[src/rtl/assert_macros.svh]
// assertion macros used by the rtl top file
`ifndef ASSERT_MACROS_SVH
`define ASSERT_MACROS_SVH

// antecedent holds at an edge, consequent holds at the same edge
`define ASSERT_IMP(lbl, clk, rst_n, ante, cons, msg) \
  lbl: assert property (@(posedge clk) disable iff (!rst_n) (ante) |-> (cons)) \
    else $error(msg);

// antecedent holds at an edge, consequent holds at the next edge
`define ASSERT_NXT(lbl, clk, rst_n, ante, cons, msg) \
  lbl: assert property (@(posedge clk) disable iff (!rst_n) (ante) |=> (cons)) \
    else $error(msg);

`endif

[src/rtl/brcm_pkg.sv]
// ----------------------------------------------------------------------------
// brcm_pkg
// Types and constants of the block rms current meter.
// ----------------------------------------------------------------------------
package brcm_pkg;

  // word widths
  localparam int CAL_W     = 32;   // gain and offset registers
  localparam int WLEN_W    = 16;   // window length and sample count
  localparam int RMS_W     = 32;   // rms result
  localparam int WIN_W     = 16;   // window number
  localparam int CFG_IDX_W = 2;
  localparam int MUL_W     = 33;   // signed operand of the shared multiplier
  localparam int PROD_W    = 2 * MUL_W;
  localparam int SUM_W     = 64;
  localparam int DIV_W     = WLEN_W + 1;
  localparam int REM_W     = 36;   // partial remainder of divide and root
  localparam int SHIFT_R   = 8;    // q.24 down to q.16

  // register indexes
  localparam logic [CFG_IDX_W-1:0] CFG_GAIN   = 2'd0;
  localparam logic [CFG_IDX_W-1:0] CFG_OFFSET = 2'd1;
  localparam logic [CFG_IDX_W-1:0] CFG_WLEN   = 2'd2;

  // reset values
  localparam logic [CAL_W-1:0]  GAIN_RST   = 32'sd28421;
  localparam logic [CAL_W-1:0]  OFFSET_RST = -32'sd233109;
  localparam logic [WLEN_W-1:0] WLEN_RST   = 16'd500;

  // iteration counts of the root unit
  localparam int DIV_STEPS  = SUM_W;
  localparam int SQRT_STEPS = SUM_W / 2;
  localparam int STEP_W     = $clog2(DIV_STEPS);

  // operation of the front end
  typedef enum logic [2:0] {
    FE_NONE,
    FE_MUL_CAL,
    FE_CAL,
    FE_MUL_SQ,
    FE_ACC
  } fe_op_e;

  typedef struct packed {
    fe_op_e op;
    logic   clear;
  } fe_ctrl_t;

  typedef struct packed {
    logic             start;
    logic [SUM_W-1:0] dividend;
    logic [DIV_W-1:0] divisor;
  } root_ctrl_t;

  typedef struct packed {
    logic busy;
    logic done;
  } root_stat_t;

endpackage

[src/rtl/brcm_if.sv]
// ----------------------------------------------------------------------------
// brcm_if
// Valid/ready channels of the block rms current meter.
// ----------------------------------------------------------------------------

// sample channel
interface brcm_in_if #(parameter int SAMPLE_BITS = 12);
  logic                   valid;
  logic                   ready;
  logic [SAMPLE_BITS-1:0] raw_sample;
  modport source (output valid, output raw_sample, input ready);
  modport sink (input valid, input raw_sample, output ready);
endinterface

// result channel
interface brcm_out_if;
  logic                       valid;
  logic                       ready;
  logic [brcm_pkg::RMS_W-1:0] rms_q16;
  logic [brcm_pkg::WIN_W-1:0] window_number;
  modport source (output valid, output rms_q16, output window_number, input ready);
  modport sink (input valid, input rms_q16, input window_number, output ready);
endinterface

// register write channel
interface brcm_cfg_if;
  logic                           valid;
  logic                           ready;
  logic [brcm_pkg::CFG_IDX_W-1:0] index;
  logic [brcm_pkg::CAL_W-1:0]     data;
  modport source (output valid, output index, output data, input ready);
  modport sink (input valid, input index, input data, output ready);
endinterface

[src/rtl/brcm_front.sv]
// ----------------------------------------------------------------------------
// brcm_front
// Calibration and square accumulation around one shared multiplier.
// ----------------------------------------------------------------------------
module brcm_front #(
  parameter int SAMPLE_BITS = 12
) (
  input  logic                          clk_i,
  input  logic                          rst_ni,
  input  brcm_pkg::fe_ctrl_t            ctrl_i,
  input  logic [SAMPLE_BITS-1:0]        raw_i,
  input  logic [brcm_pkg::CAL_W-1:0]    gain_i,
  input  logic [brcm_pkg::CAL_W-1:0]    offset_i,
  output logic [brcm_pkg::SUM_W-1:0]    sum_o
);

  localparam int MW = brcm_pkg::MUL_W;
  localparam int PW = brcm_pkg::PROD_W;
  localparam int CW = brcm_pkg::CAL_W;
  localparam int SW = brcm_pkg::SUM_W;

  logic signed [MW-1:0] mul_a, mul_b;
  logic signed [PW-1:0] prod_full;
  logic signed [PW-1:0] prod_q, prod_d;
  logic signed [PW-1:0] cal_v, cal_sh;
  logic [CW-1:0]        cur, mag;
  logic [CW-1:0]        mag_q, mag_d;
  logic [SW:0]          sum_ext;
  logic [SW-1:0]        sum_q, sum_d;

  // operand select for the shared multiplier
  always_comb begin
    if (ctrl_i.op == brcm_pkg::FE_MUL_SQ) begin
      mul_a = $signed({1'b0, mag_q});
      mul_b = $signed({1'b0, mag_q});
    end else begin
      mul_a = $signed({{(MW-SAMPLE_BITS){1'b0}}, raw_i});
      mul_b = $signed({gain_i[CW-1], gain_i});
    end
  end

  assign prod_full = mul_a * mul_b;

  // offset, floor shift to q15.16 and saturation
  assign cal_v  = prod_q + $signed({{(PW-CW){offset_i[CW-1]}}, offset_i});
  assign cal_sh = cal_v >>> brcm_pkg::SHIFT_R;

  always_comb begin
    if ((&cal_sh[PW-1:CW-1]) || !(|cal_sh[PW-1:CW-1])) begin
      cur = cal_sh[CW-1:0];
    end else if (cal_sh[PW-1]) begin
      cur = {1'b1, {(CW-1){1'b0}}};
    end else begin
      cur = {1'b0, {(CW-1){1'b1}}};
    end
    mag = cur[CW-1] ? (~cur + 1'b1) : cur;
  end

  // saturating accumulate of the square
  assign sum_ext = {1'b0, sum_q} + {1'b0, prod_q[SW-1:0]};

  always_comb begin
    prod_d = prod_q;
    mag_d  = mag_q;
    sum_d  = sum_q;
    case (ctrl_i.op)
      brcm_pkg::FE_MUL_CAL, brcm_pkg::FE_MUL_SQ: begin
        prod_d = prod_full;
      end
      brcm_pkg::FE_CAL: begin
        mag_d = mag;
      end
      brcm_pkg::FE_ACC: begin
        sum_d = sum_ext[SW] ? {SW{1'b1}} : sum_ext[SW-1:0];
      end
      default: begin
      end
    endcase
    if (ctrl_i.clear) begin
      sum_d = '0;
    end
  end

  // payload registers
  always_ff @(posedge clk_i) begin
    prod_q <= prod_d;
    mag_q  <= mag_d;
  end

  // running sum
  always_ff @(posedge clk_i or negedge rst_ni) begin
    if (!rst_ni) begin
      sum_q <= '0;
    end else begin
      sum_q <= sum_d;
    end
  end

  assign sum_o = sum_q;

endmodule

[src/rtl/brcm_root.sv]
// ----------------------------------------------------------------------------
// brcm_root
// Restoring divide then bit-pair square root on one shared subtractor.
// ----------------------------------------------------------------------------
module brcm_root (
  input  logic                       clk_i,
  input  logic                       rst_ni,
  input  brcm_pkg::root_ctrl_t       ctrl_i,
  output brcm_pkg::root_stat_t       stat_o,
  output logic [brcm_pkg::RMS_W-1:0] root_o
);

  localparam int SW = brcm_pkg::SUM_W;
  localparam int RW = brcm_pkg::REM_W;
  localparam int DW = brcm_pkg::DIV_W;
  localparam int OW = brcm_pkg::RMS_W;
  localparam int NW = brcm_pkg::STEP_W;
  localparam logic [NW-1:0] DIV_LAST  = NW'(brcm_pkg::DIV_STEPS - 1);
  localparam logic [NW-1:0] SQRT_LAST = NW'(brcm_pkg::SQRT_STEPS - 1);

  logic [SW-1:0] x_q, x_d;
  logic [RW-1:0] rem_q, rem_d;
  logic [OW-1:0] root_q, root_d;
  logic [DW-1:0] div_q, div_d;
  logic [NW-1:0] cnt_q, cnt_d;
  logic          sqrt_q, sqrt_d;
  logic          busy_q, busy_d;
  logic          done_q, done_d;
  logic [RW-1:0] op_a, op_b;
  logic [RW:0]   diff;
  logic          fits;

  // shared subtractor, operands by phase
  always_comb begin
    if (sqrt_q) begin
      op_a = {rem_q[RW-3:0], x_q[SW-1 -: 2]};
      op_b = {{(RW-OW-2){1'b0}}, root_q, 2'b01};
    end else begin
      op_a = {rem_q[RW-2:0], x_q[SW-1]};
      op_b = {{(RW-DW){1'b0}}, div_q};
    end
  end

  assign diff = {1'b0, op_a} - {1'b0, op_b};
  assign fits = !diff[RW];

  // step sequencing
  always_comb begin
    x_d    = x_q;
    rem_d  = rem_q;
    root_d = root_q;
    div_d  = div_q;
    cnt_d  = cnt_q;
    sqrt_d = sqrt_q;
    busy_d = busy_q;
    done_d = done_q;
    if (ctrl_i.start) begin
      x_d    = ctrl_i.dividend;
      rem_d  = '0;
      root_d = '0;
      div_d  = ctrl_i.divisor;
      cnt_d  = '0;
      sqrt_d = 1'b0;
      busy_d = 1'b1;
      done_d = 1'b0;
    end else if (busy_q) begin
      rem_d = fits ? diff[RW-1:0] : op_a;
      cnt_d = cnt_q + 1'b1;
      if (!sqrt_q) begin
        // quotient bits enter from the bottom of x
        x_d = {x_q[SW-2:0], fits};
        if (cnt_q == DIV_LAST) begin
          rem_d  = '0;
          cnt_d  = '0;
          sqrt_d = 1'b1;
        end
      end else begin
        x_d    = {x_q[SW-3:0], 2'b00};
        root_d = {root_q[OW-2:0], fits};
        if (cnt_q == SQRT_LAST) begin
          busy_d = 1'b0;
          done_d = 1'b1;
        end
      end
    end
  end

  // datapath registers
  always_ff @(posedge clk_i) begin
    x_q    <= x_d;
    rem_q  <= rem_d;
    root_q <= root_d;
    div_q  <= div_d;
  end

  // control registers
  always_ff @(posedge clk_i or negedge rst_ni) begin
    if (!rst_ni) begin
      cnt_q  <= '0;
      sqrt_q <= 1'b0;
      busy_q <= 1'b0;
      done_q <= 1'b0;
    end else begin
      cnt_q  <= cnt_d;
      sqrt_q <= sqrt_d;
      busy_q <= busy_d;
      done_q <= done_d;
    end
  end

  assign stat_o.busy = busy_q;
  assign stat_o.done = done_q;
  assign root_o      = root_q;

endmodule

[src/rtl/block_rms_current_meter_top.sv]
// ----------------------------------------------------------------------------
// block_rms_current_meter_top
// Windowed rms of a linearly calibrated current sample stream.
// ----------------------------------------------------------------------------
// Usage
//   in_i  : one raw converter sample per word; only low SAMPLE_BITS bits used.
//   out_o : one word per closed window: rms in q16.16 amperes and a window
//           number that wraps at 65536.
//   cfg_i : register writes (gain, offset, window length), always ready;
//           write only while the block is idle.
// Sequence
//   A sample that does not close a window passes twice through the shared
//   multiplier (gain, then square) with the calibration step between, then
//   the accumulate and the window check, before in_i.ready rises again.
//   A sample that closes a window then loads the root unit, which runs 64
//   restoring divide steps and 32 square-root steps on one subtractor; the
//   result then loads the output register once that register is free.
// Reset
//   Sum, sample count and window number clear; the registers take their
//   defaults; no result is pending.
// Back-pressure
//   A result waits in the output register while later samples are taken; a
//   second window close waits in the root unit until that register is free.
// ----------------------------------------------------------------------------
`include "assert_macros.svh"

module block_rms_current_meter_top #(
  parameter int SAMPLE_BITS = 12
) (
  input  logic           clk_i,
  input  logic           rst_ni,
  brcm_in_if.sink        in_i,
  brcm_out_if.source     out_o,
  brcm_cfg_if.sink       cfg_i
);

  localparam int CW = brcm_pkg::CAL_W;
  localparam int LW = brcm_pkg::WLEN_W;
  localparam int OW = brcm_pkg::RMS_W;
  localparam int WW = brcm_pkg::WIN_W;

  // sequencer states
  localparam logic [2:0] ST_IDLE = 3'd0;
  localparam logic [2:0] ST_MCAL = 3'd1;
  localparam logic [2:0] ST_CAL  = 3'd2;
  localparam logic [2:0] ST_MSQ  = 3'd3;
  localparam logic [2:0] ST_ACC  = 3'd4;
  localparam logic [2:0] ST_CHK  = 3'd5;
  localparam logic [2:0] ST_ROOT = 3'd6;

  logic [2:0]             state_q, state_d;
  logic [SAMPLE_BITS-1:0] raw_q, raw_d;
  logic [CW-1:0]          gain_q, gain_d;
  logic [CW-1:0]          offset_q, offset_d;
  logic [LW-1:0]          wlen_q, wlen_d;
  logic [LW-1:0]          count_q, count_d;
  logic [WW-1:0]          window_q, window_d;
  logic [OW-1:0]          rms_q, rms_d;
  logic                   out_valid_q, out_valid_d;
  logic                   in_take, close, load;
  brcm_pkg::fe_ctrl_t     fe_ctrl;
  brcm_pkg::root_ctrl_t   root_ctrl;
  brcm_pkg::root_stat_t   root_stat;
  logic [brcm_pkg::SUM_W-1:0] sum;
  logic [OW-1:0]          root_val;

  brcm_front #(
    .SAMPLE_BITS (SAMPLE_BITS)
  ) u_front (
    .clk_i    (clk_i),
    .rst_ni   (rst_ni),
    .ctrl_i   (fe_ctrl),
    .raw_i    (raw_q),
    .gain_i   (gain_q),
    .offset_i (offset_q),
    .sum_o    (sum)
  );

  brcm_root u_root (
    .clk_i  (clk_i),
    .rst_ni (rst_ni),
    .ctrl_i (root_ctrl),
    .stat_o (root_stat),
    .root_o (root_val)
  );

  // handshakes
  assign in_i.ready  = (state_q == ST_IDLE);
  assign in_take     = in_i.valid && in_i.ready;
  assign cfg_i.ready = 1'b1;
  assign close       = (state_q == ST_CHK) && (count_q == wlen_q);
  assign load        = (state_q == ST_ROOT) && root_stat.done &&
                       (!out_valid_q || out_o.ready);

  // front end operation per state
  always_comb begin
    case (state_q)
      ST_MCAL: fe_ctrl.op = brcm_pkg::FE_MUL_CAL;
      ST_CAL:  fe_ctrl.op = brcm_pkg::FE_CAL;
      ST_MSQ:  fe_ctrl.op = brcm_pkg::FE_MUL_SQ;
      ST_ACC:  fe_ctrl.op = brcm_pkg::FE_ACC;
      default: fe_ctrl.op = brcm_pkg::FE_NONE;
    endcase
    fe_ctrl.clear = close;
  end

  // divisor of zero count means a full 65536 sample window
  assign root_ctrl.start    = close;
  assign root_ctrl.dividend = sum;
  assign root_ctrl.divisor  = {(count_q == '0), count_q};

  // sequencer
  always_comb begin
    state_d = state_q;
    raw_d   = raw_q;
    count_d = count_q;
    case (state_q)
      ST_IDLE: begin
        if (in_take) begin
          raw_d   = in_i.raw_sample;
          state_d = ST_MCAL;
        end
      end
      ST_MCAL: state_d = ST_CAL;
      ST_CAL:  state_d = ST_MSQ;
      ST_MSQ:  state_d = ST_ACC;
      ST_ACC: begin
        count_d = count_q + 1'b1;
        state_d = ST_CHK;
      end
      ST_CHK: begin
        if (close) begin
          count_d = '0;
          state_d = ST_ROOT;
        end else begin
          state_d = ST_IDLE;
        end
      end
      ST_ROOT: begin
        if (load) begin
          state_d = ST_IDLE;
        end
      end
      default: state_d = ST_IDLE;
    endcase
  end

  // output register
  always_comb begin
    rms_d       = rms_q;
    window_d    = window_q;
    out_valid_d = out_valid_q;
    if (out_valid_q && out_o.ready) begin
      out_valid_d = 1'b0;
    end
    if (load) begin
      rms_d       = root_val;
      window_d    = window_q + 1'b1;
      out_valid_d = 1'b1;
    end
  end

  // register writes, unknown index ignored
  always_comb begin
    gain_d   = gain_q;
    offset_d = offset_q;
    wlen_d   = wlen_q;
    if (cfg_i.valid && cfg_i.ready) begin
      case (cfg_i.index)
        brcm_pkg::CFG_GAIN:   gain_d   = cfg_i.data;
        brcm_pkg::CFG_OFFSET: offset_d = cfg_i.data;
        brcm_pkg::CFG_WLEN:   wlen_d   = cfg_i.data[LW-1:0];
        default: begin
        end
      endcase
    end
  end

  // payload registers
  always_ff @(posedge clk_i) begin
    raw_q <= raw_d;
    rms_q <= rms_d;
  end

  // control and state registers
  always_ff @(posedge clk_i or negedge rst_ni) begin
    if (!rst_ni) begin
      state_q     <= ST_IDLE;
      count_q     <= '0;
      window_q    <= '0;
      out_valid_q <= 1'b0;
      gain_q      <= brcm_pkg::GAIN_RST;
      offset_q    <= brcm_pkg::OFFSET_RST;
      wlen_q      <= brcm_pkg::WLEN_RST;
    end else begin
      state_q     <= state_d;
      count_q     <= count_d;
      window_q    <= window_d;
      out_valid_q <= out_valid_d;
      gain_q      <= gain_d;
      offset_q    <= offset_d;
      wlen_q      <= wlen_d;
    end
  end

  assign out_o.valid         = out_valid_q;
  assign out_o.rms_q16       = rms_q;
  assign out_o.window_number = window_q;

  // checks
  `ASSERT_IMP(a_ready_root_idle, clk_i, rst_ni, in_i.ready, !root_stat.busy, "sample taken while root unit busy")
  `ASSERT_IMP(a_result_from_root, clk_i, rst_ni, $rose(out_valid_q), $past(state_q) == ST_ROOT, "result not from root state")
  `ASSERT_IMP(a_window_step, clk_i, rst_ni, $rose(out_valid_q), window_q == $past(window_q) + 1'b1, "window number skipped")
  `ASSERT_NXT(a_close_clears, clk_i, rst_ni, close, (sum == '0) && (count_q == '0), "window close did not clear")

endmodule
[src/flat_wrapper.sv]
// flat-port wrapper written by rule: the top's interface ports become plain ports
module block_rms_current_meter_top_flat 
#(
  parameter int SAMPLE_BITS = 12
)
  (clk_i, rst_ni, in_i_valid, in_i_raw_sample, in_i_ready, out_o_valid, out_o_rms_q16, out_o_window_number, out_o_ready, cfg_i_valid, cfg_i_index, cfg_i_data, cfg_i_ready);
  brcm_in_if #(.SAMPLE_BITS(SAMPLE_BITS)) in_i_i ();
  brcm_out_if out_o_i ();
  brcm_cfg_if cfg_i_i ();
  input  logic clk_i;
  input  logic rst_ni;
  input wire logic [$bits(in_i_i.valid)-1:0] in_i_valid;
  input wire logic [$bits(in_i_i.raw_sample)-1:0] in_i_raw_sample;
  output wire logic [$bits(in_i_i.ready)-1:0] in_i_ready;
  output wire logic [$bits(out_o_i.valid)-1:0] out_o_valid;
  output wire logic [$bits(out_o_i.rms_q16)-1:0] out_o_rms_q16;
  output wire logic [$bits(out_o_i.window_number)-1:0] out_o_window_number;
  input wire logic [$bits(out_o_i.ready)-1:0] out_o_ready;
  input wire logic [$bits(cfg_i_i.valid)-1:0] cfg_i_valid;
  input wire logic [$bits(cfg_i_i.index)-1:0] cfg_i_index;
  input wire logic [$bits(cfg_i_i.data)-1:0] cfg_i_data;
  output wire logic [$bits(cfg_i_i.ready)-1:0] cfg_i_ready;
  assign in_i_i.valid = in_i_valid;
  assign in_i_i.raw_sample = in_i_raw_sample;
  assign in_i_ready = in_i_i.ready;
  assign out_o_valid = out_o_i.valid;
  assign out_o_rms_q16 = out_o_i.rms_q16;
  assign out_o_window_number = out_o_i.window_number;
  assign out_o_i.ready = out_o_ready;
  assign cfg_i_i.valid = cfg_i_valid;
  assign cfg_i_i.index = cfg_i_index;
  assign cfg_i_i.data = cfg_i_data;
  assign cfg_i_ready = cfg_i_i.ready;
  block_rms_current_meter_top #(.SAMPLE_BITS(SAMPLE_BITS)) u_core (.clk_i(clk_i), .rst_ni(rst_ni), .in_i(in_i_i), .out_o(out_o_i), .cfg_i(cfg_i_i));
endmodule
[config.mk]
export PLATFORM = sky130hd
export DESIGN_NAME = block_rms_current_meter_top_flat
export DESIGN_NICKNAME = d
export VERILOG_FILES = /design/src/rtl/brcm_pkg.sv /design/src/rtl/brcm_if.sv /design/src/rtl/brcm_front.sv /design/src/rtl/brcm_root.sv /design/src/rtl/block_rms_current_meter_top.sv /design/src/flat_wrapper.sv
export VERILOG_INCLUDE_DIRS = /design/src /design/src/rtl
export SDC_FILE = /design/constraint.sdc
export NUM_CORES = 2
export LEC_CHECK = 0
export BUFFER_PORTS_ARGS = -buffer_cell sky130_fd_sc_hd__buf_2
export CAP_MARGIN = 30
export CORE_ASPECT_RATIO = 1.4
export CORE_MARGIN = 2
export CORE_UTILIZATION = 55
export DETAILED_ROUTE_END_ITERATION = 10
export HOLD_SLACK_MARGIN = 0.15
export MAX_ROUTING_LAYER = met4
export PLACE_DENSITY = 0.71
export SLEW_MARGIN = 10
export SYNTH_ARGS = -nofsm -noshare
export SYNTH_HDL_FRONTEND = slang
export SYNTH_SLANG_ARGS = --single-unit
[constraint.sdc]
create_clock -name clk_i -period 14.95 [get_ports clk_i]
set_clock_uncertainty 0.15 [all_clocks]
set_input_delay 0.7475 -clock clk_i [delete_from_list [all_inputs] [get_ports clk_i]]
set_output_delay 0.7475 -clock clk_i [all_outputs]
set_load 0.1 [all_outputs]
==> flow_metrics.py <==
metrics = {
    "yosys": {
        "synthTopCellsByArea": "fa_1 (29%), edfxtp_1 (10%), ha_1 (9.1%)",
        "ys_ff_latch": 479,
        "syn_nets": 8563,
        "yosysUniqueCellTypes": 93,
        "synth_area_sq_mm": 0.0643,
        "synthArstFlopShare_pct": 39.5,
        "yosysSeqAreaShare_pct": 19.9,
        "synth_top_area_share_pct": 29.0,
        "yosys_most_used_dff": "edfxtp_1",
        "synth_edf_count": 223,
        "synth_top_area_cell": "fa_1",
        "syn-instance-count": 7114,
        "yosys_warnings": 0,
        "avgSynthCellArea_sq_um": 9.03,
    },
    "cts": {
        "clock_latency_ns": 0.68,
        "cts_sinks": 479,
        "ctsHtreeMaxLevel": 2,
        "tritoncts": "built",
        "cts_max_path_buffers": 3,
        "cts_buffers": 51,
        "clkTransAtPathRegs_ns": 0.07,
        "cts-root-buf": "clkbuf_16",
    },
    "timing": {
        "fmax_mhz": 81.2,
        "grt_setup_unrepaired": "no",
        "fin_crit_ns": 12.31,
        "tns_ns": 0,
        "finalMaxSlewViolations": 0,
        "finalSetupViolCount": 0,
        "tightest_slew_ns": 1.08,
        "final.period_utilization_pct": 82.4,
        "hold_viol_final": 0,
        "relSlewSlack_pct": 27.7,
    },
    "hold_path": {
        "hold_end": "u_core.raw_q[10]$_DFFE_PP_",
        "hold_class": "input port to register",
        "hold_start": "in_i_raw_sample[10]",
        "hold_depth": 1,
    },
    "die": {
        "core_area_sq_mm": 0.116,
        "die_w_um": 293,
        "io_pins": 102,
        "die_h_um": 408,
        "initial_core_util_pct": 55.3,
        "dieArea_sq_mm": 0.120,
        "std_cell_rows": 148,
    },
    "grt": {
        "grt_usage_pct": 34.0,
        "grt_pass1_wl_mm": 302,
        "grt_max_degree": 140,
        "grtUsageMet1_pct": 38.5,
        "grt_pass1_vias": 52900,
        "antenna_found_initial": 8,
        "use_met3_pct": 4.96,
        "grt.met2_usage_pct": 56.2,
        "busiest_layer": "met2",
        "grt-ovfl-total": 0,
    },
    "setup_path": {
        "r2r_cells": 36,
        "critPathCaptureType": "register",
        "critPathMaxStageDelay_ns": 0.64,
        "r2r-start": "u_core.state_q[0]$_DFFE_PN0P_",
        "slowest_stage": "nor2_1",
        "cp.required_ns": 15.16,
        "critPathMaxFanout": 53,
        "arrival_ns": 12.52,
        "r2r-end": "u_core.u_front.prod_q[65]$_DFFE_PP_",
        "regToRegSetupSlack_ns": 2.64,
        "crit_top_cell": "fa_1",
        "worstSetupStartpointType": "register",
        "critPathKind": "register to register",
    },
    "route": {
        "vias": 51300,
        "finalWirelength_mm": 197,
        "route.detailed.drc": 0,
        "ant_nets": 0,
        "wl_per_cell_um": 23.0,
        "vias_per_cell": 5.99,
        "drt_iter0_drc": 4059,
        "first_pass_iters": 9,
    },
    "layout": {
        "layout.nets": 8457,
        "area_delta_synth_final_pct": 5.92,
        "drive_gt1_share_pct": 7.19,
    },
    "placed_design": {
        "dpl.hpwl_mm": 154,
        "routabilityCongestion": 0.994,
        "io_buffers": 100,
    },
    "run": {
        "cap_violations": 0,
    },
    "outcome": {
        "status": "complete, no violations",
    },
}
## registers in the layout (all words and copies together) (netlist names), 17 cells and up
signal                 cells
u_core.gain_q             32
u_core.u_front.prod_q     66
u_core.out_o.rms_q16      32
u_core.u_root.x_q         64
u_core.u_front.sum_o      64
u_core.u_root.root_o      32
u_core.offset_q           32
u_core.u_front.mag_q      32
u_core.u_root.rem_q       35
u_core.u_root.div_q       17
## worst max-delay path by stage
| stage | startpoint | endpoint | slack, ns |
|---|---|---|---|
| final | u_core.state_q[0]$_DFFE_PN0P_ | u_core.u_front.prod_q[65]$_DFFE_PP_ | 2.64 |
| after global placement | u_core.state_q[0]$_DFFE_PN0P_ | u_core.u_front.prod_q[65]$_DFFE_PP_ | 3.05 |
| after detailed placement | u_core.state_q[0]$_DFFE_PN0P_ | u_core.u_front.prod_q[65]$_DFFE_PP_ | 2.75 |
| after CTS | u_core.state_q[0]$_DFFE_PN0P_ | u_core.u_front.prod_q[65]$_DFFE_PP_ | 2.60 |
| after floorplan | u_core.state_q[2]$_DFFE_PN0P_ | u_core.u_front.prod_q[65]$_DFFE_PP_ | 3.76 |
| after global routing | u_core.state_q[0]$_DFFE_PN0P_ | u_core.u_front.prod_q[65]$_DFFE_PP_ | 2.04 |
## stage by stage
stage               std cells  utilization, %  hold slack, ns  setup WS (ns)  cell area (sq um)
floorplan                7114               -           0.273           3.76              64300
global placement         8437            56.9           0.296           3.05              66100
detailed placement       8440            56.9           0.305           2.75              66100
CTS                      8547            58.5           0.169           2.60              68000
global route             8554            58.6           0.174           2.04              68100
finish                   8556            58.6           0.196           2.64              68100
## cell type report
class / count / area [sq um]
inverter: 1194 / 4480
clock inverter: 32 / 384
multi-input combinational: 5069 / 45600
sequential: 479 / 12800
tap: 1500 / 1880
clock buffer: 64 / 1380
timing repair buffer: 213 / 1490
antenna: 5 / 12.5
fill: 10100 / 48000
## layout by cell type (no fill, tap or decap), drive strengths merged, types with 31 or more instances in the layout
cell type	netlist	routed
mux2i	92	92
dfxtp	67	67
buf	23	201
dfrtp	152	152
xor2	114	114
nor2b	31	31
nor2	431	431
a21o	128	128
o21bai	37	37
nand2b	45	45
or3	31	31
nand4	58	58
o21a	31	31
nand3	101	101
inv	1194	1198
nor3	53	53
a21oi	428	428
dfstp	37	37
nand2	884	884
clkbuf	349	65
fa	930	930
ha	468	468
a31oi	82	82
xnor2	122	122
and3	313	313
o21ai	253	253
edfxtp	223	223
mux2	116	116
## critical path: cells and delay by family, from the launching register on
family / cells / cell delay (ns)
AO/OA/AOI/OAI: 12 / 3.17
adder cells (fa/ha/maj): 9 / 4.29
buffers and inverters: 8 / 1.62
flip-flops: 1 / 0.61
AND/OR/NAND/NOR: 7 / 2.08
## cell usage after synthesis (15+ instances only)
master,instances
o31ai_1,15
a21oi_1,427
nand2_1,884
o21bai_1,37
xor2_1,114
a31oi_1,82
nand4_1,58
a211oi_1,21
ha_1,468
o21ai_0,245
or2_2,15
nor4_1,18
clkbuf_1,349
nor2b_1,31
mux2i_1,92
nand3_1,101
and2_1,26
mux2_2,116
o211ai_1,20
edfxtp_1,223
nor2_1,431
dfstp_2,37
nor3b_1,15
or3_1,31
a22o_1,15
a21o_1,128
fa_1,930
dfxtp_1,67
xnor2_1,122
and3_1,313
nor3_1,53
dfrtp_1,152
o21a_1,31
nand2b_1,45
inv_1,1194
## cells by family (layout without fill, tap and decap cells)
group	count (synthesis)	after routing	share of synthesized area, %
compound gates	1158	1158	11.1
xor+xnor	236	236	3.22
fa+ha+maj	1398	1398	38.1
buf+inv	1566	1503	9.20
flops	479	479	19.9
mux	208	208	3.47
other cells	1	6	0.00584
simple gates	2068	2068	15.0
## layer usage
metal / part of all wire (%) / routed length [um]
met5: 0 / 0
met4: 8.1 / 15900
met2: 49 / 95800
met3: 7.3 / 14300
met1: 36 / 70500
## what timing repair did
action                                  CTS  global route
gates resized for setup                   0             0
hold buffers                             11             0
endpoints found under the setup margin    0             0
hold endpoints to repair                 69             0
buffers inserted                          0             0
Power is left out: the tool's default activity adds up to more than one toggle a clock period on the data nets, which glitch-free logic cannot reach.
